--- config.mk ---
export PLATFORM = sky130hd
export DESIGN_NAME = wvmd_front
export DESIGN_NICKNAME = d
export VERILOG_FILES = /design/src/hdl/window_variance_motion_detector_unit_defines.svh /design/src/hdl/wvmd_pkg.sv /design/src/hdl/wvmd_front.sv
export SDC_FILE = /design/constraint.sdc
export NUM_CORES = 2
export LEC_CHECK = 0
export BUFFER_PORTS_ARGS = -buffer_cell sky130_fd_sc_hd__buf_2
export CORE_AREA = 2 2 403 405
export DETAILED_ROUTE_END_ITERATION = 16
export DIE_AREA = 0 0 405 407
export GPL_TIMING_DRIVEN = 1
export PLACE_DENSITY = 0.74
export RECOVER_POWER = 25
export SETUP_SLACK_MARGIN = 0.4
export SKIP_CTS_REPAIR_TIMING = 1
export SLEW_MARGIN = 20
export SYNTH_ARGS = -nofsm -noshare
export SYNTH_HDL_FRONTEND = slang
export SYNTH_SLANG_ARGS = --single-unit
--- constraint.sdc ---
create_clock -name clock -period 4.3 [get_ports clock]
set_clock_uncertainty 0.1 [all_clocks]
set_input_delay 0.215 -clock clock [delete_from_list [all_inputs] [get_ports clock]]
set_output_delay 0.215 -clock clock [all_outputs]
set_load 0.01 [all_outputs]
--- src/hdl/window_variance_motion_detector_unit_defines.svh ---
// Assertion macros shared by the motion detector RTL.
// Has no dependencies; included by files that carry concurrent assertions.
`ifndef WINDOW_VARIANCE_MOTION_DETECTOR_UNIT_DEFINES_SVH
`define WINDOW_VARIANCE_MOTION_DETECTOR_UNIT_DEFINES_SVH
`ifndef SYNTHESIS
// Implication checked in the same cycle.
`define WVMD_ASSERT_IMP(label, clk, rst, ante, cons) \
   label: assert property (@(posedge clk) disable iff (rst) (ante) |-> (cons)) \
      else $error("motion detector assertion failed");
// Implication checked in the next cycle.
`define WVMD_ASSERT_NXT(label, clk, rst, ante, cons) \
   label: assert property (@(posedge clk) disable iff (rst) (ante) |=> (cons)) \
      else $error("motion detector assertion failed");
`else
`define WVMD_ASSERT_IMP(label, clk, rst, ante, cons)
`define WVMD_ASSERT_NXT(label, clk, rst, ante, cons)
`endif
`endif

--- src/hdl/wvmd_pkg.sv ---
// Shared constants and types of the window variance motion detector.
// Has no dependencies; imported by every module of the block.
package wvmd_pkg;

   localparam int SAMPLE_BITS      = 16;
   localparam int THRESH_BITS      = 31;
   localparam int VAR_BITS         = 31;
   localparam int WINDOW_LOG2_DEF  = 7;
   localparam int MID_DEPTH        = 4;
   localparam int OUT_DEPTH        = 8;
   localparam int MID_CNT_BITS     = $clog2(MID_DEPTH + 1);
   localparam int OUT_CNT_BITS     = $clog2(OUT_DEPTH + 1);

   typedef logic signed [SAMPLE_BITS-1:0] sample_type;

   // One accepted sample as handed from the front to the statistics pipeline.
   typedef struct packed {
      sample_type sample;
      sample_type old_sample;
      logic       full;
   } item_type;

   typedef struct packed {
      logic                window_full;
      logic                moving;
      logic                was_moving;
      sample_type          bias;
      sample_type          window_mean;
      logic [VAR_BITS-1:0] window_variance;
   } result_type;

   typedef struct packed {
      logic empty;
      logic full;
   } fifo_status_type;

endpackage

--- src/hdl/wvmd_front.sv ---
// Front end of the detector: sample ring, write pointer and fill count.
// Depends on wvmd_pkg; feeds the middle queue with classified items.
module wvmd_front #(
   parameter int WINDOW_LOG2 = wvmd_pkg::WINDOW_LOG2_DEF
) (
   input  logic                                clock,
   input  logic                                reset,
   input  logic                                req_push,
   input  wvmd_pkg::sample_type                req_sample,
   output logic                                req_full,
   input  logic [wvmd_pkg::MID_CNT_BITS-1:0]   mid_count,
   output logic                                item_valid,
   output wvmd_pkg::item_type                  item
);
   import wvmd_pkg::*;

   localparam int WINDOW = 1 << WINDOW_LOG2;

   sample_type               ring_mem [WINDOW];
   logic [WINDOW_LOG2-1:0]   wp_ff, wp_in;
   logic [WINDOW_LOG2:0]     fill_ff, fill_in;
   logic                     valid_ff, valid_in;
   sample_type               sample_ff;
   sample_type               old_ff;
   logic                     full_ff;
   logic                     accept;
   logic                     ring_full;

   // Room is reserved for the item held in the output register as well.
   assign req_full  = ((MID_CNT_BITS+1)'(mid_count) + (MID_CNT_BITS+1)'(valid_ff))
                      >= (MID_CNT_BITS+1)'(MID_DEPTH);
   assign accept    = req_push & ~req_full;
   assign ring_full = (fill_ff == (WINDOW_LOG2+1)'(WINDOW));

   always_comb begin
      valid_in = accept;
      wp_in    = wp_ff;
      fill_in  = fill_ff;
      if (accept) begin
         wp_in = wp_ff + 1'b1;
         if (!ring_full) begin
            fill_in = fill_ff + 1'b1;
         end
      end
   end

   always_ff @(posedge clock) begin
      if (reset) begin
         valid_ff <= 1'b0;
         wp_ff    <= '0;
         fill_ff  <= '0;
      end else begin
         valid_ff <= valid_in;
         wp_ff    <= wp_in;
         fill_ff  <= fill_in;
      end
   end

   // The ring is read before it is written, so the oldest sample comes out
   // in the same cycle the new one replaces it.
   always_ff @(posedge clock) begin
      if (accept) begin
         ring_mem[wp_ff] <= req_sample;
         old_ff          <= ring_mem[wp_ff];
         sample_ff       <= req_sample;
         full_ff         <= ring_full;
      end
   end

   assign item_valid      = valid_ff;
   assign item.sample     = sample_ff;
   assign item.old_sample = old_ff;
   assign item.full       = full_ff;

endmodule

-- After elaboration in Yosys (flattened, before gate mapping)
Memory sizes are Yosys's and may differ from the RTL's. A register that Yosys moved wholly into a read port is not among the register bits.
Index checks and enable logic that the tools add are counted.
- register bits: 33
- bits in writable memories: 2048
- input port bits: 22
- output and inout port bits: 35
- logic and storage cells: 17
- memories kept: 1
- memories (memory ; depth ; width ; rd ports ; clocked after memory_dff ; write ports ; line ; RTL):
    ring_mem ; 128 ; 16 ; 1 ; 1 ; 1 ; wvmd_front.sv:19 ; sample_type ring_mem [WINDOW];
- add/sub/neg operators: 3
- magnitude comparators: 1
- equal/unequal tests: 1
- multiplexer cells: 2
- bitwise gates (word level): 3
- reduce and logical (&&, ||, !) cells: 1
- operators with widths (cell ; number):
    adder 8 x 1 -> 8 bit (second input constant) ; 1
    == test 8 bit (second input constant) ; 1
    adder 7 x 1 -> 7 bit (second input constant) ; 1
    adder 3 x 1 -> 4 bit ; 1
    >= comparator 4 x 3 -> 1 bit (second input constant) ; 1
    two-way mux 1 bit ; 2
    inverter 1 bit ; 2
    AND reduction 2 bit ; 1
    bitwise AND 1 bit ; 1

-- Depth between registers and ports, before layout
- depth after elaboration: 6
- gate-level depth with buffers: 7
- gate-level depth less buffers: 6

-- Worst setup path before layout
No wires, ideal clock.
- kind: reg-to-reg
- start point: register wp_ff[0]
- end point: memory ring_mem[105][0] (netlist name) (enable)
- setup time: 0.389 ns
- arrival: 2.683 ns
- data required time: 3.811 ns
- path slack: 1.128 ns
- cell stages (with the launch flop): 8
- buffers on the path: 5
- period minus slack after synthesis: 3.172 ns
- cells stage by stage: dfxtp_1 -> clkbuf_1 -> buf_2 -> clkbuf_1 -> or4b_2 -> clkbuf_1 -> clkbuf_1 -> nor2_1
- RTL lines (item ; line ; RTL):
    start: declaration ; wvmd_front.sv:20 ; logic [WINDOW_LOG2-1:0] wp_ff, wp_in;
    start signal: assignment ; wvmd_front.sv:54 ; wp_ff <= wp_in;
    end: declaration ; wvmd_front.sv:19 ;
Straight into the memory's write port.

==> results.cfg <==
[run_status]
status = finished with violations
violations = max-capacitance violations, max-slew violations

[placement]
place_area_sq_mm = 0.0844
place_hpwl_mm = 108
dp.cells = 5458
io_buffers = 56
place_congestion = 0.823

[yosys]
yosys_register_bits = 2097
synth_top_family_by_area = multiplexers
synth_cells = 3184
synth.area.mux_share_pct = 19.2
synth_nets = 3209
avgSynthCellArea_sq_um = 25.1
synthesis.area_sq_mm = 0.0799
synth-seq-area-share_pct = 78.6
synth_fa_ha_area_share_pct = 0.0470
synth_xor_area_share_pct = 0.0767
yosys.area_share.simple_pct = 1.04
synth_compound_area_share_pct = 0.105
ys_types = 31
synth_warnings = 0

[drt]
drc_errors = 0
routed_wl_mm = 192
vias = 37099
wl_per_cell_microns = 32.9
ant_nets = 0
dr.pass1.iters = 5
viasPerCell = 6.36
drtIter0Drc = 5532

[critical_path]
slowest_delay_ns = 0.62
worst_path_max_delay_cell = dfxtp_4
worstPathCellList = buf_12 -> buf_4 -> mux4_2 -> mux4_2 -> mux4_2 -> mux2_2
crit_top_cell = mux4_2
criticalPathCategory = flop to flop
cp_max_fo = 18
worstSetupEndpointType = flop
start_kind = flop
required_ns = 4.77
critical_path_buf_inv_count = 2
cpLargestDelayFamily = multiplexers
arrival_ns = 4.17

[clock_tree]
clock-sinks = 2097
cts_made_buffers = 195
path_clk_slew_ns = 0.06
clkLatencyLatePin_ns = 0.84
clockBufferDepth = 3
cts_tree = built
htreeDepth = 4
cts_root_buf = clkbuf_16

[run]
maxCapViolCount = 12

[floorplanning]
start_util_pct = 49.9
io_pins = 57
row_count = 147
die_area_sq_mm = 0.165
core_area_sq_mm = 0.160
fp.dieH_microns = 407
die_w_microns = 405

[cells_and_area]
area_growth_pct = 13.4
layout_commonest_cell = edfxtp_1
layout.nets = 3543
final_cell_area_sq_mm = 0.0906
final_cells = 5831
layout_common_cells = edfxtp_1, mux4_2, buf_4
drive_gt1_share_pct = 33.9

[sta]
setup_viol = 0
slew_headroom_pct = -179
setup_tns_ns = 0
fin_crit_sh_pct = 85.9
slew_viol_final = 854
clock.fmax_mhz = 271
period_needed_ns = 3.70
grt_setup_unrepaired = false
worst_slew_pin_slew_ns = 4.18
hold_viol_final = 0

[min_path]
hold_class = input port to flop

[grt]
antenna_found_initial = 17
grt_pass1_vias = 36884
grt_max_degree = 100
grt_usage_pct = 23.5
grt_pass1_wl_mm = 273
gr-total-overflow = 0

[power_and_ir_drop]
peakVddDrop_v = 0.000444
pwr_density_cell_mw_per_mm2 = 450
p_leak_nw = 27.2
flip-flops by register name (all words and copies together) (netlist names):
| register | flops |
|---|---|
| fill_ff | 8 |
| full_ff | 1 |
| item_valid | 1 |
| old_ff | 16 |
| ring_mem | 2048 |
| sample_ff | 16 |
| wp_ff | 7 |
layout make-up:
class	instances	area [sq um]
fillers	10993	69600
clock buffers	244	5150
multi-input cells	908	16300
inverters	5	18.8
repair buffers	311	2690
well taps	2160	2700
flip-flops and latches	2097	62800
diodes	5	12.5
clock inverters	101	863
logic make-up after synthesis:
family / after synthesis
simple gates: 194
buf+inv: 179
flops: 2097
mux: 689
fa+ha+maj: 3
compound gates: 15
xor+xnor: 7
where the power goes:
| group | internal, W | total [W] | switching [W] |
|---|---|---|---|
| clock | 0.00918 | 0.0165 | 0.00730 |
| sequential | 0.0225 | 0.0226 | 0.0000447 |
| combinational | 0.000735 | 0.00170 | 0.000966 |
routing by layer:
layer,GRT usage [%],wire length [microns],share of wire [%],vias to the layer above
met5,0,82,0.043,-
met4,7.46,6040,3.1,12
met3,5.92,21300,11,370
met2,37.4,93100,49,2379
met1,32.4,71300,37,19867
li1,-,-,-,14471
cells in the mapped netlist:
library cell	count	area share [%]
a21oi_1	7	0.044
a31oi_1	1	0.0078
and2_1	3	0.023
and3_1	2	0.016
buf_1	16	0.075
buf_2	57	0.36
buf_4	1	0.0094
clkbuf_1	100	0.47
dfxtp_1	16	0.40
edfxtp_1	2081	78
ha_1	3	0.047
inv_1	5	0.023
mux2_2	16	0.23
mux2i_1	1	0.013
mux4_2	672	19
nand2_1	16	0.075
nand3_1	9	0.056
nand3b_1	2	0.019
nand4_1	5	0.039
nand4b_1	1	0.011
nor2_1	141	0.66
nor2b_1	4	0.031
o211ai_1	1	0.0094
o21ai_0	4	0.025
o31ai_1	2	0.019
or3_1	4	0.031
or3b_2	1	0.011
or4_1	3	0.028
or4b_2	3	0.038
xnor2_1	1	0.011
xor2_1	6	0.066
final timing paths:
check | startpoint | end | slack (ns) | cells past startpoint
setup / recovery | wp_ff[0] | old_ff[10] | 0.60 | 6
hold / removal | mid_count[1] | wp_ff[1] | 0.06 | 5
setup reg to reg | wp_ff[0] | old_ff[10] | 0.60 | 6
hold reg to reg | fill_ff[7] | fill_ff[7] | 0.40 | 2
stage by stage:
stage          total power [W]  hold slack, ns  util, %  setup WS [ns]
6_report                0.0407          0.0637     56.6          0.605
5_1_grt                 0.0417          0.0852     56.6          0.406
4_1_cts                 0.0409          -0.364     56.4          0.428
3_5_place_dp            0.0247           0.389     52.7          0.478
3_3_place_gp            0.0246           0.361     52.7          0.481
2_1_floorplan           0.0239           0.214        -           1.13
tightest hold or removal path, delay by kind of cell:
family	cells	cell delay [ns]
AOI/OAI and AO/OA	2	0.31
buffers and inverters	2	0.31
and+or+nand+nor	1	0.10
No activity file was read; power rests on OpenSTA's default activity.
