<file path="src/hdl/window_variance_motion_detector_unit_defines.svh">
// Assertion macros shared by the motion detector RTL.
// Has no dependencies; included by files that carry concurrent assertions.
`ifndef WINDOW_VARIANCE_MOTION_DETECTOR_UNIT_DEFINES_SVH
`define WINDOW_VARIANCE_MOTION_DETECTOR_UNIT_DEFINES_SVH
`ifndef SYNTHESIS
// Implication checked in the same cycle.
`define WVMD_ASSERT_IMP(label, clk, rst, ante, cons) \
   label: assert property (@(posedge clk) disable iff (rst) (ante) |-> (cons)) \
      else $error("motion detector assertion failed");
// Implication checked in the next cycle.
`define WVMD_ASSERT_NXT(label, clk, rst, ante, cons) \
   label: assert property (@(posedge clk) disable iff (rst) (ante) |=> (cons)) \
      else $error("motion detector assertion failed");
`else
`define WVMD_ASSERT_IMP(label, clk, rst, ante, cons)
`define WVMD_ASSERT_NXT(label, clk, rst, ante, cons)
`endif
`endif

</file>
<file path="src/hdl/wvmd_pkg.sv">
// Shared constants and types of the window variance motion detector.
// Has no dependencies; imported by every module of the block.
package wvmd_pkg;

   localparam int SAMPLE_BITS      = 16;
   localparam int THRESH_BITS      = 31;
   localparam int VAR_BITS         = 31;
   localparam int WINDOW_LOG2_DEF  = 7;
   localparam int MID_DEPTH        = 4;
   localparam int OUT_DEPTH        = 8;
   localparam int MID_CNT_BITS     = $clog2(MID_DEPTH + 1);
   localparam int OUT_CNT_BITS     = $clog2(OUT_DEPTH + 1);

   typedef logic signed [SAMPLE_BITS-1:0] sample_type;

   // One accepted sample as handed from the front to the statistics pipeline.
   typedef struct packed {
      sample_type sample;
      sample_type old_sample;
      logic       full;
   } item_type;

   typedef struct packed {
      logic                window_full;
      logic                moving;
      logic                was_moving;
      sample_type          bias;
      sample_type          window_mean;
      logic [VAR_BITS-1:0] window_variance;
   } result_type;

   typedef struct packed {
      logic empty;
      logic full;
   } fifo_status_type;

endpackage

</file>
<file path="src/hdl/wvmd_fifo.sv">
// Small register-based queue used between the stages of the detector.
// Depends on wvmd_pkg for the status type.
module wvmd_fifo #(
   parameter int DATA_BITS = 8,
   parameter int DEPTH     = 4
) (
   input  logic                          clock,
   input  logic                          reset,
   input  logic                          push,
   input  logic [DATA_BITS-1:0]          push_data,
   input  logic                          pop,
   output logic [DATA_BITS-1:0]          pop_data,
   output wvmd_pkg::fifo_status_type     status,
   output logic [$clog2(DEPTH+1)-1:0]    count
);
   import wvmd_pkg::*;

   localparam int PTR_BITS = $clog2(DEPTH);
   localparam int CNT_BITS = $clog2(DEPTH + 1);

   logic [DATA_BITS-1:0] store_ff [DEPTH];
   logic [PTR_BITS-1:0]  wr_ptr_ff, wr_ptr_in;
   logic [PTR_BITS-1:0]  rd_ptr_ff, rd_ptr_in;
   logic [CNT_BITS-1:0]  count_ff, count_in;
   logic                 push_ok;
   logic                 pop_ok;

   assign status.empty = (count_ff == '0);
   assign status.full  = (count_ff == CNT_BITS'(DEPTH));
   assign count        = count_ff;
   assign pop_data     = store_ff[rd_ptr_ff];
   assign push_ok      = push & ~status.full;
   assign pop_ok       = pop & ~status.empty;

   always_comb begin
      wr_ptr_in = wr_ptr_ff;
      rd_ptr_in = rd_ptr_ff;
      count_in  = count_ff;
      if (push_ok) begin
         wr_ptr_in = (wr_ptr_ff == PTR_BITS'(DEPTH - 1)) ? '0 : wr_ptr_ff + 1'b1;
      end
      if (pop_ok) begin
         rd_ptr_in = (rd_ptr_ff == PTR_BITS'(DEPTH - 1)) ? '0 : rd_ptr_ff + 1'b1;
      end
      if (push_ok && !pop_ok) begin
         count_in = count_ff + 1'b1;
      end else if (pop_ok && !push_ok) begin
         count_in = count_ff - 1'b1;
      end
   end

   always_ff @(posedge clock) begin
      if (reset) begin
         wr_ptr_ff <= '0;
         rd_ptr_ff <= '0;
         count_ff  <= '0;
      end else begin
         wr_ptr_ff <= wr_ptr_in;
         rd_ptr_ff <= rd_ptr_in;
         count_ff  <= count_in;
      end
   end

   always_ff @(posedge clock) begin
      if (push_ok) begin
         store_ff[wr_ptr_ff] <= push_data;
      end
   end

endmodule

</file>
<file path="config.mk">
export PLATFORM = sky130hd
export DESIGN_NAME = wvmd_fifo
export DESIGN_NICKNAME = d
export VERILOG_FILES = /design/src/hdl/window_variance_motion_detector_unit_defines.svh /design/src/hdl/wvmd_pkg.sv /design/src/hdl/wvmd_fifo.sv
export SDC_FILE = /design/constraint.sdc
export NUM_CORES = 1
export LEC_CHECK = 0
export BUFFER_PORTS_ARGS = -buffer_cell sky130_fd_sc_hd__buf_4
export CORE_ASPECT_RATIO = 1.1
export CORE_MARGIN = 2
export CORE_UTILIZATION = 40
export DETAILED_ROUTE_END_ITERATION = 16
export PLACE_DENSITY_LB_ADDON = 0.12
export SYNTH_ARGS = -nofsm -noshare
export SYNTH_HDL_FRONTEND = slang
export SYNTH_SLANG_ARGS = --single-unit
</file>
<file path="constraint.sdc">
create_clock -name clock -period 4.39 [get_ports clock]
set_clock_uncertainty 0.15 [all_clocks]
set_input_delay 1.0975 -clock clock [delete_from_list [all_inputs] [get_ports clock]]
set_output_delay 1.0975 -clock clock [all_outputs]
set_load 0.05 [all_outputs]
</file>
### After elaboration in Yosys (flattened, before gate mapping)

Memories as Yosys holds them, arrays and structs flattened. A register that Yosys moved wholly into a read port is not among the register bits.
Index checks and enable logic that the tools add are counted.

| word-level totals | value |
|---|---|
| register bits | 7 |
| input port bits | 12 |
| logic and storage cells | 29 |
| memories | 1 |
| RAM bits | 32 |

| cells by class | value |
|---|---|
| multiplexer cells | 8 |
| bitwise gates (word level) | 4 |
| reduce and logical (&&, ||, !) cells | 6 |
| add/sub/neg operators | 4 |
| eq/ne operators | 3 |

Memories:

| name | words | width | rd ports | clocked after Yosys merged registers in | write ports | RTL line | RTL |
|---|---|---|---|---|---|---|---|
| store_ff | 4 | 8 | 1 | 1 | 1 | wvmd_fifo.sv:21 | `logic [DATA_BITS-1:0] store_ff [DEPTH];` |

Operator list:

| operator | number |
|---|---|
| $mux 2 | 4 |
| $mux 3 | 2 |
| $add 2x1->2 const B | 2 |
| $eq 2x2->1 const B | 2 |
| $add 3x1->3 const B | 1 |
| $eq 3x3->1 const B | 1 |
| $logic_not 3->1 | 1 |
| $sub 3x1->3 const B | 1 |
| $and 1x1->1 | 2 |
| $logic_and 1x1->1 | 2 |
| $logic_not 1->1 | 2 |
| $mux 1 | 2 |
| $not 1->1 | 2 |
| $reduce_bool 2->1 | 1 |

### Logic depth before layout (Yosys ltp)

Gate-level depths: netlist of the first run.

| depth | value |
|---|---|
| word-level depth | 7 |
| mapped depth | 10 |

### Least setup slack after synthesis of the first run

Ideal clock, no wire load.

| timing | value |
|---|---|
| kind | register to output |
| start | reg count_ff[0] (netlist: count[0]) |
| end | out status[1] (netlist bit) |
| buffers on the path | 0 |
| data arrival time | 1.695 ns |
| slack | 1.447 ns |
| cell stages (with the launch flop) | 2 |
| path through | dfxtp_1 nor3_1 |

RTL lines:

| what | RTL line | RTL |
|---|---|---|
| start, declared | wvmd_fifo.sv:24 | `logic [CNT_BITS-1:0] count_ff, count_in;` |
| start signal, assigned | wvmd_fifo.sv:60 | `count_ff <= count_in;` |
| end, declared | wvmd_fifo.sv:13 | `output wvmd_pkg::fifo_status_type status,` |

==> results.tsv, run 1 <==
metric	value	unit
status	finished, final reports clean	
hpwl dp	1800	um
max incr delay on CP	690	ps
Worst-path clk slew	70	ps
share of cells above drive strength 1	0.392	
Crit Path Max Fanout	8	
Critical Path RT	3140	ps
I/O Buffers	24	
most common cell after layout, fill and taps aside	edfxtp_1	
most frequent cells in the layout	32 x edfxtp_1, 24 x buf_4, 9 x dfxtp_1	
# setup viols final	0	
Post-CTS Resized	0	
RSZ-0062 raised after global routing	no	
grt ovf	0	
PD cells	626	nW/um^2
Top Ports	25	
clock buffer count from CTS	5	
Synth Cell Area	1650	um^2
Worst Max-Slew Pin Slew	585	ps
Avg Cell Area, Syn	17.9	um^2
number of flops mapped to enable cells by yosys	32	
Arrival @ worst endpoint	1770	ps
Worst Setup End Kind	output pin	
total global-route track usage	0.132	
clock tree sinks	41	
Rel. slew slack	0.609	
Peak Freq	0.332	GHz
CP delay by family, top	flip-flops	
number of library cell types mapped by synthesis	26	
Area growth, synth to finish	19.9	%
Clock Latency Late Sink	280	ps
Worst Path Buf+Inv	1	
type of the worst setup path	reg -> out	
Hold Vio Cnt, Final	0	
Tmin final	3020	ps
Via density	4.82	
Fin Setup TNS	0	ps
Worst IR Drop VDD	0.288	mV
fin crit share	0.687	
worst reg2reg path endpoint	count[2]	
cell count after synthesis	92	
crit-path cells	mux4_2, buf_4	
Post-DP Area	1870	um^2
Max Buffers Root-to-Sink	2	
Die Width	65.2	um
asr flop ratio synth	0	
FILL cells	365	
drt wl/cell	14.9	um
global-route wire length before repair	4330	um
antenna cells	0	
Crit-path slowest cell	dfxtp_1	
largest net degree at the start of global routing	13	
ANT nets after route	0	
Root Buffer	clkbuf_8	
Final Net Count	138	
Initial Util	0.415	
CTS Hold Bufs	0	
Total Wirelength	2560	um
max_cap viols	0	
die area	4640	um^2
Main synth FF type	edfxtp_1	
Worst R2R Path Depth	9	
HP Class	reg -> reg	
worst flop-to-flop path startpoint	count[0]	
DRT iter0 DRCs	18	
std cell rows	24	
CP Depth	2	
RePlAce Congestion	0.690	
Core Footprint	3960	um^2
syn_nets	111	
Post-Layout Inst Area	1970	um^2
Worst Setup EP	pop_data[1]	
Reg2Reg Setup Slack	1830	ps
max-slew violations	0	
# H-tree levels	2	
# DRC	0	
Pre-antenna DRT Iters	4	
synth warn	0	
Lkg Pwr	0.732	nW
Seq/Total Area, Yosys	0.694	
die height	71.3	um
initial antenna violation count	0	
postcts setup bufs	0	
flops & latches, synth	41	
crit path launch type	flop	
CTS tree	done	
vias in the first global route	876	
DR vias	829	
## power breakdown
group	internal, mW	leakage (nW)	switching (mW)
combinational	0.162	0.312	0.269
sequential	0.474	0.367	0.0500
clock	0.168	0.0528	0.114
total	0.803	0.732	0.432
## synth_stat cells (all sizes together), types with 3 or more instances
master | n | share of area
edfxtp | 32 | 0.58
dfxtp | 9 | 0.11
mux4 | 8 | 0.11
ha | 6 | 0.046
and3 | 4 | 0.018
inv | 4 | 0.0091
nor2 | 4 | 0.011
a21oi | 3 | 0.0091
buf | 3 | 0.012
## cell type report
class | instances | area [um^2] | area share
flip-flops and latches | 41 | 1140 | 0.578
clock inverters | 2 | 33.8 | 0.0171
well taps | 52 | 65.1 | 0.0330
clock buffers | 6 | 72.6 | 0.0368
multi-input cells | 42 | 457 | 0.231
inverters | 5 | 23.8 | 0.0120
repair buffers | 24 | 180 | 0.0913
## per-stage QoR
stage / instances / setup slack, ps / utilization / hold WS (ps) / power (mW)
6_report: 172 / 1370 / 0.498 / 344 / 1.24
5_1_grt: 172 / 1250 / 0.498 / 389 / 1.30
4_1_cts: 172 / 1320 / 0.498 / 351 / 1.26
3_5_place_dp: 164 / 1380 / 0.471 / 341 / 0.971
3_3_place_gp: 164 / 1470 / 0.471 / 324 / 0.965
2_1_floorplan: 92 / 1450 / - / 313 / 0.855
## per-layer routing
layer	up-vias	GRT usage	share of wire
met1	399	0.151	0.40
met3	6	0.0440	0.055
met5	-	0	0
li1	403	-	-
met4	0	0.0625	0.023
met2	21	0.223	0.52
## how the worst min path moves through the flow
| stage | cells past startpoint | endpoint | slack (ps) | from |
|---|---|---|---|---|
| after floorplan | 2 | flop | 310 | rd_ptr_ff[0] |
| after global placement | 2 | rd_ptr_ff[0] | 320 | rd_ptr_ff[0] |
| after detailed placement | 2 | rd_ptr_ff[0] | 340 | rd_ptr_ff[0] |
| after CTS | 2 | rd_ptr_ff[0] | 350 | rd_ptr_ff[0] |
| after global routing | 2 | rd_ptr_ff[0] | 390 | rd_ptr_ff[0] |
| final | 2 | rd_ptr_ff[0] | 340 | rd_ptr_ff[0] |
## cells by family (layout without fill, tap and decap cells)
| family | after synthesis | in the layout | synth area share |
|---|---|---|---|
| flops | 41 | 41 | 0.694 |
| simple gates | 16 | 16 | 0.0570 |
| mux | 10 | 10 | 0.122 |
| buf+inv | 9 | 37 | 0.0289 |
| fa+ha+maj | 7 | 7 | 0.0578 |
| compound gates | 7 | 7 | 0.0304 |
| xor+xnor | 2 | 2 | 0.0106 |
## sequential cells by signal (all words and copies together), names as in the netlist, named ones only
register / count
count: 3
store_ff: 32
wr_ptr_ff: 2
rd_ptr_ff: 2
## tightest hold or removal path, cell delays in order, from the launching register on
cell and delay, ps:
dfxtp_1 320, nand2_1 50, a21oi_1 70
Note: power is estimated with default switching activity, not from simulation.
==> run 2, diff against run 1 <==
- ABC_AREA: not set -> 1
- clock period: 4.39 -> 3.1 ns (I/O delays scaled with it)
==> results.tsv, run 2 <==
metric	value	unit
Area growth, synth to finish	20.4	%
number of library cell types mapped by synthesis	19	
Total Wirelength	3060	um
type of the worst setup path	reg -> out	
Crit Path Max Fanout	16	
postcts setup bufs	0	
Seq/Total Area, Yosys	0.673	
CP delay by family, top	flip-flops	
status	finished, final reports clean	
synth warn	0	
drt wl/cell	13.1	um
std cell rows	24	
Largest Register	store_ff	
DR vias	1110	
Worst Setup End Kind	output pin	
PD cells	952	nW/um^2
Area contributors post-synth	edfxtp_1 57%, dfxtp_1 11%, nor2_1 7.3%	
Hold Vio Cnt, Final	0	
Arrival @ worst endpoint	1600	ps
Via density	4.74	
Root Buffer	clkbuf_8	
cell count after synthesis	147	
Worst Setup EP	pop_data[4]	
Rel. slew slack	0.714	
Clock Latency Late Sink	290	ps
crit path launch type	flop	
Core Footprint	4020	um^2
max reg flops	32	
Lkg Pwr	0.836	nW
Initial Util	0.422	
Pre-antenna DRT Iters	4	
dpl cells	226	
Crit-path slowest cell	dfxtp_1	
I/O Buffers	24	
grt ovf	0	
Worst Max-Slew Pin Slew	428	ps
most frequent cells in the layout	33 x nor2_1, 32 x edfxtp_1, 29 x buf_4	
DRT iter0 DRCs	21	
asr flop ratio synth	0	
largest net degree at the start of global routing	17	
total global-route track usage	0.149	
Worst Path Buf+Inv	2	
Max Buffers Root-to-Sink	2	
most common cell after layout, fill and taps aside	nor2_1	
Synth Cell Area	1700	um^2
# H-tree levels	2	
antenna cells	0	
crit-path cells	inv_2, o21ai_0, o22ai_1, buf_4	
Tmin final	2530	ps
CTS Hold Bufs	0	
Worst R2R Path Depth	9	
RePlAce Congestion	0.731	
Reg2Reg Setup Slack	1040	ps
syn_nets	166	
Synth top area share	0.566	
max-slew violations	0	
vias in the first global route	1198	
Fin Setup TNS	0	ps
Main synth FF type	edfxtp_1	
initial antenna violation count	0	
Worst-path clk slew	80	ps
# DRC	0	
hpwl dp	2070	um
count leader, synth	nor2_1	
number of flops mapped to enable cells by yosys	32	
worst flop-to-flop path startpoint	count[1]	
max_cap viols	0	
global-route wire length before repair	5160	um
worst reg2reg path endpoint	count[1]	
max incr delay on CP	590	ps
die area	4780	um^2
Worst IR Drop VDD	0.477	mV
Post-synth top cells	33 x nor2_1, 32 x edfxtp_1, 17 x inv_1	
Critical Path RT	2170	ps
CTS tree	done	
Die Width	66.1	um
post-route insts no fill	234	
Avg Cell Area, Syn	11.5	um^2
CP Depth	4	
fin crit share	0.815	
Peak Freq	0.396	GHz
FILL cells	382	
flops & latches, synth	41	
# setup viols final	0	
share of cells above drive strength 1	0.231	
RSZ-0062 raised after global routing	no	
Final Net Count	200	
ANT nets after route	0	
Yosys top cell by area	edfxtp_1	
clock buffer count from CTS	5	
HP Class	reg -> reg	
die height	72.3	um
Top Ports	25	
Post-CTS Resized	0	
clock tree sinks	41	
-- run 2: area by class of cell --
type / instances / area, um^2 / area share
Timing Repair Buffer: 29 / 218 / 0.107
Tap cell: 52 / 65.1 / 0.0318
Inverter: 18 / 67.6 / 0.0331
Multi-Input combinational cell: 86 / 465 / 0.228
Sequential cell: 41 / 1140 / 0.558
Clock inverter: 3 / 17.5 / 0.00857
Clock buffer: 5 / 68.8 / 0.0337
-- run 2: worst min path at each step --
| stage | startpoint | to | depth (start not counted) |
|---|---|---|---|
| after floorplan | rd_ptr_ff[1] | flop | 2 |
| after global placement | rd_ptr_ff[1] | rd_ptr_ff[1] | 2 |
| after detailed placement | rd_ptr_ff[1] | rd_ptr_ff[1] | 2 |
| after CTS | rd_ptr_ff[1] | rd_ptr_ff[1] | 2 |
| after global routing | rd_ptr_ff[0] | flop | 4 |
| final | rd_ptr_ff[1] | rd_ptr_ff[1] | 2 |
-- run 2: worst reg2reg max path: stages (launching register included) --
cell and delay [ps]:
dfxtp_1 360, nor2_1 160, nand2_1 140, nand2_2 150
inv_1 60, ha_1 200, inv_1 90, fa_1 420
o21ai_0 180, nor2_1 50
-- run 2: metal layers --
layer  vias to the layer above  GRT usage  routed length (um)
met5                         -          0                   0
met2                        21      0.280                1630
met4                         0     0.0612                  46
met3                         4     0.0512                 149
li1                        564          -                   -
met1                       521      0.144                1230
-- run 2: power breakdown --
part | switching, mW | total, mW | internal [mW]
Sequential | 0.0695 | 0.751 | 0.681
Combinational | 0.592 | 0.858 | 0.266
Clock | 0.181 | 0.336 | 0.155
Total | 0.842 | 1.94 | 1.10
-- run 2: logic make-up (layout without fill, tap and decap cells) --
kind of cell / after synthesis / count (layout) / synth area share
XOR/XNOR: 1 / 1 / 0.00516
buffers and inverters: 20 / 55 / 0.0531
flip-flops: 41 / 41 / 0.673
adder cells (fa/ha/maj): 7 / 7 / 0.0560
AND/OR/NAND/NOR: 51 / 51 / 0.121
AO/OA/AOI/OAI: 27 / 27 / 0.0922
-- run 2: stage by stage --
| stage | hold WS (ps) | total power [mW] | utilization | instance area [um^2] | setup slack [ps] |
|---|---|---|---|---|---|
| after CTS | 387 | 1.98 | 0.508 | 2040 | 527 |
| after global placement | 364 | 1.61 | 0.486 | 1960 | 884 |
| after detailed placement | 376 | 1.64 | 0.486 | 1960 | 821 |
| after global routing | 439 | 2.08 | 0.508 | 2040 | 396 |
| after floorplan | 333 | 1.38 | - | 1700 | 769 |
| final | 393 | 1.94 | 0.508 | 2040 | 574 |
