$ cat config.mk
export PLATFORM = sky130hd
export DESIGN_NAME = wvmd_back
export DESIGN_NICKNAME = d
export VERILOG_FILES = /design/src/hdl/window_variance_motion_detector_unit_defines.svh /design/src/hdl/wvmd_pkg.sv /design/src/hdl/wvmd_back.sv
export SDC_FILE = /design/constraint.sdc
export NUM_CORES = 2
export LEC_CHECK = 0
export CAP_MARGIN = 5
export CORE_UTILIZATION = 61
export CTS_CLUSTER_SIZE = 16
export DETAILED_ROUTE_END_ITERATION = 6
export DONT_BUFFER_PORTS = 1
export PLACE_DENSITY = 0.81
export SLEW_MARGIN = 0
export SYNTH_ARGS = -nofsm -noshare
export SYNTH_HDL_FRONTEND = slang
export SYNTH_SLANG_ARGS = --single-unit
export TNS_END_PERCENT = 5
$ cat constraint.sdc
create_clock -name clock -period 13 [get_ports clock]
set_input_delay 1.3 -clock clock [delete_from_list [all_inputs] [get_ports clock]]
set_output_delay 1.3 -clock clock [all_outputs]
set_load 0.01 [all_outputs]
$ cat src/hdl/window_variance_motion_detector_unit_defines.svh
// Assertion macros shared by the motion detector RTL.
// Has no dependencies; included by files that carry concurrent assertions.
`ifndef WINDOW_VARIANCE_MOTION_DETECTOR_UNIT_DEFINES_SVH
`define WINDOW_VARIANCE_MOTION_DETECTOR_UNIT_DEFINES_SVH
`ifndef SYNTHESIS
// Implication checked in the same cycle.
`define WVMD_ASSERT_IMP(label, clk, rst, ante, cons) \
   label: assert property (@(posedge clk) disable iff (rst) (ante) |-> (cons)) \
      else $error("motion detector assertion failed");
// Implication checked in the next cycle.
`define WVMD_ASSERT_NXT(label, clk, rst, ante, cons) \
   label: assert property (@(posedge clk) disable iff (rst) (ante) |=> (cons)) \
      else $error("motion detector assertion failed");
`else
`define WVMD_ASSERT_IMP(label, clk, rst, ante, cons)
`define WVMD_ASSERT_NXT(label, clk, rst, ante, cons)
`endif
`endif

$ cat src/hdl/wvmd_pkg.sv
// Shared constants and types of the window variance motion detector.
// Has no dependencies; imported by every module of the block.
package wvmd_pkg;

   localparam int SAMPLE_BITS      = 16;
   localparam int THRESH_BITS      = 31;
   localparam int VAR_BITS         = 31;
   localparam int WINDOW_LOG2_DEF  = 7;
   localparam int MID_DEPTH        = 4;
   localparam int OUT_DEPTH        = 8;
   localparam int MID_CNT_BITS     = $clog2(MID_DEPTH + 1);
   localparam int OUT_CNT_BITS     = $clog2(OUT_DEPTH + 1);

   typedef logic signed [SAMPLE_BITS-1:0] sample_type;

   // One accepted sample as handed from the front to the statistics pipeline.
   typedef struct packed {
      sample_type sample;
      sample_type old_sample;
      logic       full;
   } item_type;

   typedef struct packed {
      logic                window_full;
      logic                moving;
      logic                was_moving;
      sample_type          bias;
      sample_type          window_mean;
      logic [VAR_BITS-1:0] window_variance;
   } result_type;

   typedef struct packed {
      logic empty;
      logic full;
   } fifo_status_type;

endpackage

$ cat src/hdl/wvmd_back.sv
// Back end of the detector: running sums, variance and motion decision.
// Depends on wvmd_pkg; reads the middle queue and writes the result queue.
module wvmd_back #(
   parameter int WINDOW_LOG2 = wvmd_pkg::WINDOW_LOG2_DEF
) (
   input  logic                                clock,
   input  logic                                reset,
   input  logic [wvmd_pkg::THRESH_BITS-1:0]    threshold,
   input  wvmd_pkg::fifo_status_type           item_status,
   input  wvmd_pkg::item_type                  item,
   output logic                                item_pop,
   input  logic                                res_taken,
   output logic                                res_valid,
   output wvmd_pkg::result_type                result
);
   import wvmd_pkg::*;

   localparam int SUM_BITS = SAMPLE_BITS + WINDOW_LOG2;
   localparam int SQ_BITS  = 2 * SAMPLE_BITS - 1;
   localparam int SSQ_BITS = SQ_BITS + WINDOW_LOG2;
   localparam int NUM_BITS = 2 * SUM_BITS - 1;

   // Credits cover every item popped but not yet taken from the result queue.
   logic [OUT_CNT_BITS-1:0]      credit_ff, credit_in;

   logic signed [SUM_BITS-1:0]   sum_ff, sum_in;
   logic [SSQ_BITS-1:0]          ssq_ff, ssq_in;

   logic                         s1_valid_ff;
   logic                         s1_full_ff;
   logic signed [SUM_BITS-1:0]   s1_sum_ff;
   logic [SQ_BITS-1:0]           s1_sq_new_ff, s1_sq_new_in;
   logic [SQ_BITS-1:0]           s1_sq_old_ff, s1_sq_old_in;

   logic                         s2_valid_ff;
   logic                         s2_full_ff;
   logic signed [SUM_BITS-1:0]   s2_sum_ff;
   logic [SSQ_BITS-1:0]          s2_ssq_ff;
   logic [NUM_BITS-1:0]          s2_sum_sq_ff, s2_sum_sq_in;

   logic                         s3_valid_ff;
   logic                         s3_full_ff;
   sample_type                   s3_mean_ff, s3_mean_in;
   logic [VAR_BITS-1:0]          s3_var_ff, s3_var_in;

   logic                         motion_ff, motion_in;
   logic                         prev_motion_ff, prev_motion_in;
   sample_type                   bias_ff, bias_in;

   logic signed [SUM_BITS-1:0]   new_ext;
   logic signed [SUM_BITS-1:0]   old_ext;
   logic signed [2*SAMPLE_BITS-1:0] prod_new;
   logic signed [2*SAMPLE_BITS-1:0] prod_old;
   logic signed [2*SUM_BITS-1:0] sum_prod;
   logic [NUM_BITS-1:0]          scaled_ssq;
   logic [NUM_BITS-1:0]          numer;
   logic                         still;

   assign item_pop = ~item_status.empty & (credit_ff < OUT_CNT_BITS'(OUT_DEPTH));

   always_comb begin
      credit_in = credit_ff;
      if (item_pop && !res_taken) begin
         credit_in = credit_ff + 1'b1;
      end else if (res_taken && !item_pop) begin
         credit_in = credit_ff - 1'b1;
      end
   end

   // Stage 1: running sum and the two squares.
   assign new_ext  = SUM_BITS'($signed(item.sample));
   assign old_ext  = item.full ? SUM_BITS'($signed(item.old_sample)) : '0;
   assign prod_new = $signed(item.sample) * $signed(item.sample);
   assign prod_old = $signed(item.old_sample) * $signed(item.old_sample);
   assign sum_in   = item_pop ? sum_ff + new_ext - old_ext : sum_ff;
   assign s1_sq_new_in = prod_new[SQ_BITS-1:0];
   assign s1_sq_old_in = item.full ? prod_old[SQ_BITS-1:0] : '0;

   // Stage 2: running sum of squares and the square of the sum.
   assign ssq_in = s1_valid_ff ? ssq_ff + SSQ_BITS'(s1_sq_new_ff) - SSQ_BITS'(s1_sq_old_ff)
                               : ssq_ff;
   assign sum_prod     = s1_sum_ff * s1_sum_ff;
   assign s2_sum_sq_in = sum_prod[NUM_BITS-1:0];

   // Stage 3: mean, and variance numerator over the window size squared.
   assign scaled_ssq = {s2_ssq_ff, {WINDOW_LOG2{1'b0}}};
   assign numer      = (scaled_ssq >= s2_sum_sq_ff) ? scaled_ssq - s2_sum_sq_ff : '0;
   assign s3_var_in  = s2_full_ff ? numer[NUM_BITS-1:2*WINDOW_LOG2] : '0;
   assign s3_mean_in = s2_full_ff ? s2_sum_ff[SUM_BITS-1:WINDOW_LOG2] : '0;

   // Final step: the motion decision goes straight into the result queue.
   assign still = (s3_var_ff < threshold);

   always_comb begin
      motion_in      = motion_ff;
      prev_motion_in = prev_motion_ff;
      bias_in        = bias_ff;
      if (s3_valid_ff && s3_full_ff) begin
         prev_motion_in = motion_ff;
         motion_in      = ~still;
         if (still) begin
            bias_in = s3_mean_ff;
         end
      end
   end

   assign res_valid              = s3_valid_ff;
   assign result.window_full     = s3_full_ff;
   assign result.moving          = motion_in;
   assign result.was_moving      = prev_motion_in;
   assign result.bias            = bias_in;
   assign result.window_mean     = s3_mean_ff;
   assign result.window_variance = s3_var_ff;

   always_ff @(posedge clock) begin
      if (reset) begin
         credit_ff      <= '0;
         sum_ff         <= '0;
         ssq_ff         <= '0;
         s1_valid_ff    <= 1'b0;
         s2_valid_ff    <= 1'b0;
         s3_valid_ff    <= 1'b0;
         motion_ff      <= 1'b0;
         prev_motion_ff <= 1'b0;
         bias_ff        <= '0;
      end else begin
         credit_ff      <= credit_in;
         sum_ff         <= sum_in;
         ssq_ff         <= ssq_in;
         s1_valid_ff    <= item_pop;
         s2_valid_ff    <= s1_valid_ff;
         s3_valid_ff    <= s2_valid_ff;
         motion_ff      <= motion_in;
         prev_motion_ff <= prev_motion_in;
         bias_ff        <= bias_in;
      end
   end

   always_ff @(posedge clock) begin
      s1_full_ff   <= item.full;
      s1_sum_ff    <= sum_in;
      s1_sq_new_ff <= s1_sq_new_in;
      s1_sq_old_ff <= s1_sq_old_in;
      s2_full_ff   <= s1_full_ff;
      s2_sum_ff    <= s1_sum_ff;
      s2_ssq_ff    <= ssq_in;
      s2_sum_sq_ff <= s2_sum_sq_in;
      s3_full_ff   <= s2_full_ff;
      s3_mean_ff   <= s3_mean_in;
      s3_var_ff    <= s3_var_in;
   end

endmodule
## Word level (Yosys, flattened, before mapping)

Index checks and enable logic that the tools add are counted.
W data, S select, Z words.

- Register bits: 327
- Latch bits: 0
- Bits in writable memories: 0
- Bits in read-only memories: 0
- Output and inout bits: 68
- Word-level logic and storage cells: 52
- Memories: 0

- Add/subtract/negate cells: 7
- Multipliers: 3
- Div/mod/pow operators: 0
- $lt $le $gt $ge: 3
- Eq/ne operators: 0
- Shifts and indexed selects: 0
- Muxes and demuxes: 9
- Bitwise gates (word level): 3
- Reductions and logical operators: 7

Operator list:

| cell | number |
|---|---|
| $mul A16 B16 Y31 | 2 |
| $mux W23 | 2 |
| $ge A45 B45 Y1 | 1 |
| $mul A23 B23 Y45 | 1 |
| $sub A45 B45 Y45 | 1 |
| $add A38 B31 Y38 | 1 |
| $mux W38 | 1 |
| $sub A38 B31 Y38 | 1 |
| $mux W16 | 2 |
| $lt A31 B31 Y1 | 1 |
| $add A23 B16 Y23 | 1 |
| $sub A23 B23 Y23 | 1 |
| $mux W4 | 2 |
| $add A4 B1 Y4 const B | 1 |
| $lt A4 B4 Y1 const B | 1 |
| $sub A4 B1 Y4 const B | 1 |
| $logic_and A1 B1 Y1 | 3 |
| $logic_not A1 Y1 | 2 |
| $mux W1 | 2 |
| $not A1 Y1 | 2 |
| $reduce_and A2 Y1 | 1 |
| $reduce_bool A2 Y1 | 1 |
| $and A1 B1 Y1 | 1 |

## Longest topological paths before layout

- Word-level depth: 6
- Gate-level depth with buffers: 28

## Worst setup path before layout

No wires, ideal clock.

- Path type: input -> register
- From: input item[32] in the netlist's numbering
- To: register s1_sq_new_ff[30]
- Library setup time: 72 ps
- Arrival time: 7,467 ps
- Required time: 12,928 ps
- Slack: 5,461 ps
- Cell stages on the path: 21
- Cells stage by stage: inv_1 -> buf_1 -> nor2_1 -> fa_1 -> fa_1 -> inv_1 -> fa_1 -> fa_1 -> fa_1 -> fa_1 -> inv_1 -> ha_1 -> and3_1 -> and2_1 -> and4_1 -> o2111ai_1 -> nand2_1 -> o41ai_1 -> o21bai_1 -> a21oi_1 -> xnor2_1

- Longest elaborated chain between the ends: 1

RTL lines:

| item | line | text |
|---|---|---|
| start, declared | wvmd_back.sv:10 | `input wvmd_pkg::item_type item,` |
| $mul A16 B16 Y31 | wvmd_back.sv:73 | `assign prod_new = $signed(item.sample) * $signed(item.sample);` |
| net prod_new[30] | wvmd_back.sv:52 | `logic signed [2*SAMPLE_BITS-1:0] prod_new;` |
| end signal, assigned | wvmd_back.sv:142 | `s1_sq_new_ff <= s1_sq_new_in;` |
| end, declared | wvmd_back.sv:32 | `logic [SQ_BITS-1:0] s1_sq_new_ff, s1_sq_new_in;` |

The timed path passes the listed nets, and every way through them passes these cells.
A chain may end at the register's enable or synchronous reset.

## Final worst setup path

- From: register s1_sum_ff[4]
- To: register s2_sum_sq_ff[37]

- Longest elaborated chain between the ends: 1

RTL lines:

| item | line | text |
|---|---|---|
| start, declared | wvmd_back.sv:31 | `logic signed [SUM_BITS-1:0] s1_sum_ff;` |
| start signal, assigned | wvmd_back.sv:141 | `s1_sum_ff <= sum_in;` |
| $mul A23 B23 Y45 | wvmd_back.sv:82 | `assign sum_prod = s1_sum_ff * s1_sum_ff;` |
| net sum_prod[37] | wvmd_back.sv:54 | `logic signed [2*SUM_BITS-1:0] sum_prod;` |
| end signal, assigned | wvmd_back.sv:147 | `s2_sum_sq_ff <= s2_sum_sq_in;` |
| end, declared | wvmd_back.sv:39 | `logic [NUM_BITS-1:0] s2_sum_sq_ff, s2_sum_sq_in;` |

The timed path passes the listed nets, and every way through them passes these cells.

==> results.yml <==
yosys:
  synth_top_family_by_area: "adder cells"
  synth.area.mux_share_pct: 1.04
  netlist_instances: 5393
  yosys.area_share.simple_pct: 11.0
  synth_area_leaders: "fa_1 (41%), dfxtp_1 (13%), inv_1 (11%)"
  ys_types: 85
  syn_nets: 6911
  synth-xor-area-share_pct: 3.58
  synth_fa_ha_area_share_pct: 51.5
  synth_edf_count: 0
  synth_top_flop_cell: "dfxtp_1"
  ys_seq_area_share_pct: 12.7
  synth_top_area_share_pct: 41.0
  yosys_warnings: 0
  syn_avg_cell_area_um2: 9.30
  async_flop_share_pct: 0
  yosys.area.top_type: "fa_1"
  synth-compound-area-share_pct: 7.90
  netlist_area_mm2: 0.0501
  ys_ff_latch: 317
cts:
  cts_buffers: 36
  cts_tree: "done"
  cts_root_buf: "clkbuf_16"
  worstSkewPairLatency_ps: 580
  path_clk_slew_ps: 60
  hold_buffers: 0
  numClockSinks: 317
  cts_setup_buffers: 0
  htree_levels: 2
  clockBufferDepth: 3
  ctsResizeCount: 0
layout:
  final_cells: 6410
  multi_input_area_mm2: 0.0376
  syn_to_final_growth_pct: 4.48
  layout-drive-gt1-share_pct: 2.66
  final_nets: 6840
  stdcell_area_mm2: 0.0524
  regArea_mm2: 0.00635
  fill_cells: 6251
worst_hold_path:
  hold_path.class: "reg2reg"
critical_path:
  crit_fanout: 24
  r2r_end: "s2_sum_sq_ff[37]"
  crit_path_top_delay_cell: "dfxtp_1"
  critPathMostFrequentCell: "fa_1"
  r2r_cells: 21
  cp.depth: 21
  setup.worst_path.class: "reg2reg"
  crit_path_start: "s1_sum_ff[4]"
  end_kind: "flip-flop"
  slowest_delay_ps: 1080
  cp_cell_sequence: "nand2_1 -> fa_1 -> inv_1 -> fa_1 -> inv_1 -> fa_1 -> inv_1 -> fa_1 -> fa_1 -> fa_1 -> fa_1 -> ha_1 -> nand4_1 -> or3_1 -> a2111oi_2 -> nor3_1 -> o21bai_1 -> a41o_1 -> nor3_1 -> o21ai_0 -> o2111ai_1"
  crit_buf_inv: 3
  timing.rr.start: "s1_sum_ff[4]"
  crit_required_ps: 13440
  crit_family: "adder cells"
  r2r_slack_ps: 4980
  cp-start-kind: "flip-flop"
  cp-endpoint: "s2_sum_sq_ff[37]"
  arrival_ps: 8450
timing:
  timing.setup.tns_ps: 0
  slew_headroom_pct: 22.2
  slew_viol_final: 0
  finalCritPeriodShare_pct: 61.7
  hold_slack_ps: 338
  final_hold_viol_count: 0
  fmax_ghz: 0.125
  grt_setup_unrepaired: "false"
  setup_viol: 0
  fin_skew_ps: 30.7
  worstMarginPinSlew_ps: 1170
  post-route-min-period_ps: 8020
detailed_routing:
  routed-via-count: 35100
  routed_wl_um: 116000
  drc_errors: 5
  routed_via_density: 5.47
  ant_nets: 0
  first_pass_iters: 7
  first_iter_violations: 2364
  wire_per_inst_um: 18.1
global_route:
  grt_first_pass_wirelength_um: 189000
  grt_pass1_vias: 37700
  grt_use_met2_pct: 48.7
  top_usage_layer: "met2"
  grt_overflow: 0
  grtUsageMet1_pct: 38.0
  gr-usage-all-layers_pct: 28.9
  grt_util_met3_pct: 4.89
  grt_max_degree: 83
  antenna_found_initial: 3
status:
  violations: "DRC"
  status: "complete, but fails checks"
floorplan:
  die-area_mm2: 0.0834
  die_h_um: 289
  start_util_pct: 62.0
  core_mm2: 0.0809
  num_rows: 104
  num_io_pins: 137
  fp.dieW_um: 289
placement:
  place.gp.congestion: 0.924
  dp.cells: 6344
  place_area_mm2: 0.0511
  hpwlAfterDp_um: 94300
  port-buffer-count: 0
flow_run:
  max-cap-violations: 0
worst min path at each step:
stage	startpoint	endpoint	slack [ps]	cells past startpoint
after floorplan	s1_full_ff	s2_full_ff	310	0
after global placement	s1_full_ff	s2_full_ff	310	0
after detailed placement	s1_full_ff	s2_full_ff	320	0
after CTS	s1_full_ff	s2_full_ff	330	0
after global routing	s1_full_ff	s2_full_ff	360	0
final	s1_full_ff	s2_full_ff	340	0
state kept, by name, summed over array words and instances (netlist names), 4 cells and up:
register,flops
bias_ff,16
credit_ff,4
s1_sq_new_ff,30
s1_sq_old_ff,30
s1_sum_ff,23
s2_ssq_ff,38
s2_sum_ff,16
s2_sum_sq_ff,44
s3_mean_ff,16
s3_var_ff,31
ssq_ff,38
sum_ff,23
cell families (layout without fill, tap and decap cells):
logic type                 after synthesis  in the layout
buffers and inverters                 1632           1583
adders and majority gates             1449           1449
and+or+nand+nor                       1143           1143
AOI/OAI and AO/OA                      598            598
DFF                                    317            317
xor gates and xnor gates               205            205
muxes                                   49             49
other                                    0              6
layout make-up:
cell class	instances	share of cell area, %
Sequential cell	317	12.1
Timing Repair Buffer	28	0.401
Clock inverter	14	0.468
Clock buffer	46	1.91
Inverter	1495	10.7
Tap cell	1060	2.53
Multi-Input combinational cell	3444	71.8
Antenna cell	6	0.0287
layout by cell type (no fill, tap or decap), types with 98 or more instances in the layout:
cell type | Yosys | layout
xnor2_1 | 133 | 133
ha_1 | 421 | 421
nor2_1 | 212 | 212
nand2_1 | 426 | 426
fa_1 | 1028 | 1028
dfxtp_1 | 317 | 315
a21oi_1 | 167 | 167
o21ai_0 | 128 | 128
a21o_1 | 98 | 98
inv_1 | 1484 | 1484
and2_1 | 279 | 279
Yosys cell counts, drive strengths merged (6+ instances only):
cell and count:
a2111oi 8, o21a 25, ha 421, and3 23, clkbuf 126, o21ai 135
a211o 8, nand3 38, or3 13, a41oi 6, a31o 7, a211oi 22
a311oi 6, mux2i 24, nor2b 37, and2 280, nand4 19, nor2 212
nand2b 30, xnor2 133, buf 11, fa 1028, dfxtp 317, a31oi 20
nand2 426, o211ai 13, o31ai 11, mux2 25, xor2 72, nand3b 6
o21bai 23, nor3 27, inv 1490, a21oi 168, or2 10, a21o 98
nor4 8
routing by layer:
metal | wire [um] | vias up | share of wire (%)
met5 | 23 | - | 0.020
met4 | 3960 | 4 | 3.4
met3 | 9770 | 213 | 8.4
met2 | 55800 | 1348 | 48
met1 | 46200 | 17500 | 40
li1 | - | 16000 | -
metrics by stage:
step | setup slack [ps] | utilization (%)
6_report | 4980 | 64.7
5_1_grt | 4710 | 64.7
4_1_cts | 5150 | 64.7
3_5_place_dp | 4870 | 63.2
3_3_place_gp | 5060 | 63.2
2_1_floorplan | 5460 | -
Power is not shown: default switching activity piles up to over one toggle a cycle in this logic, so the estimate is an artifact.
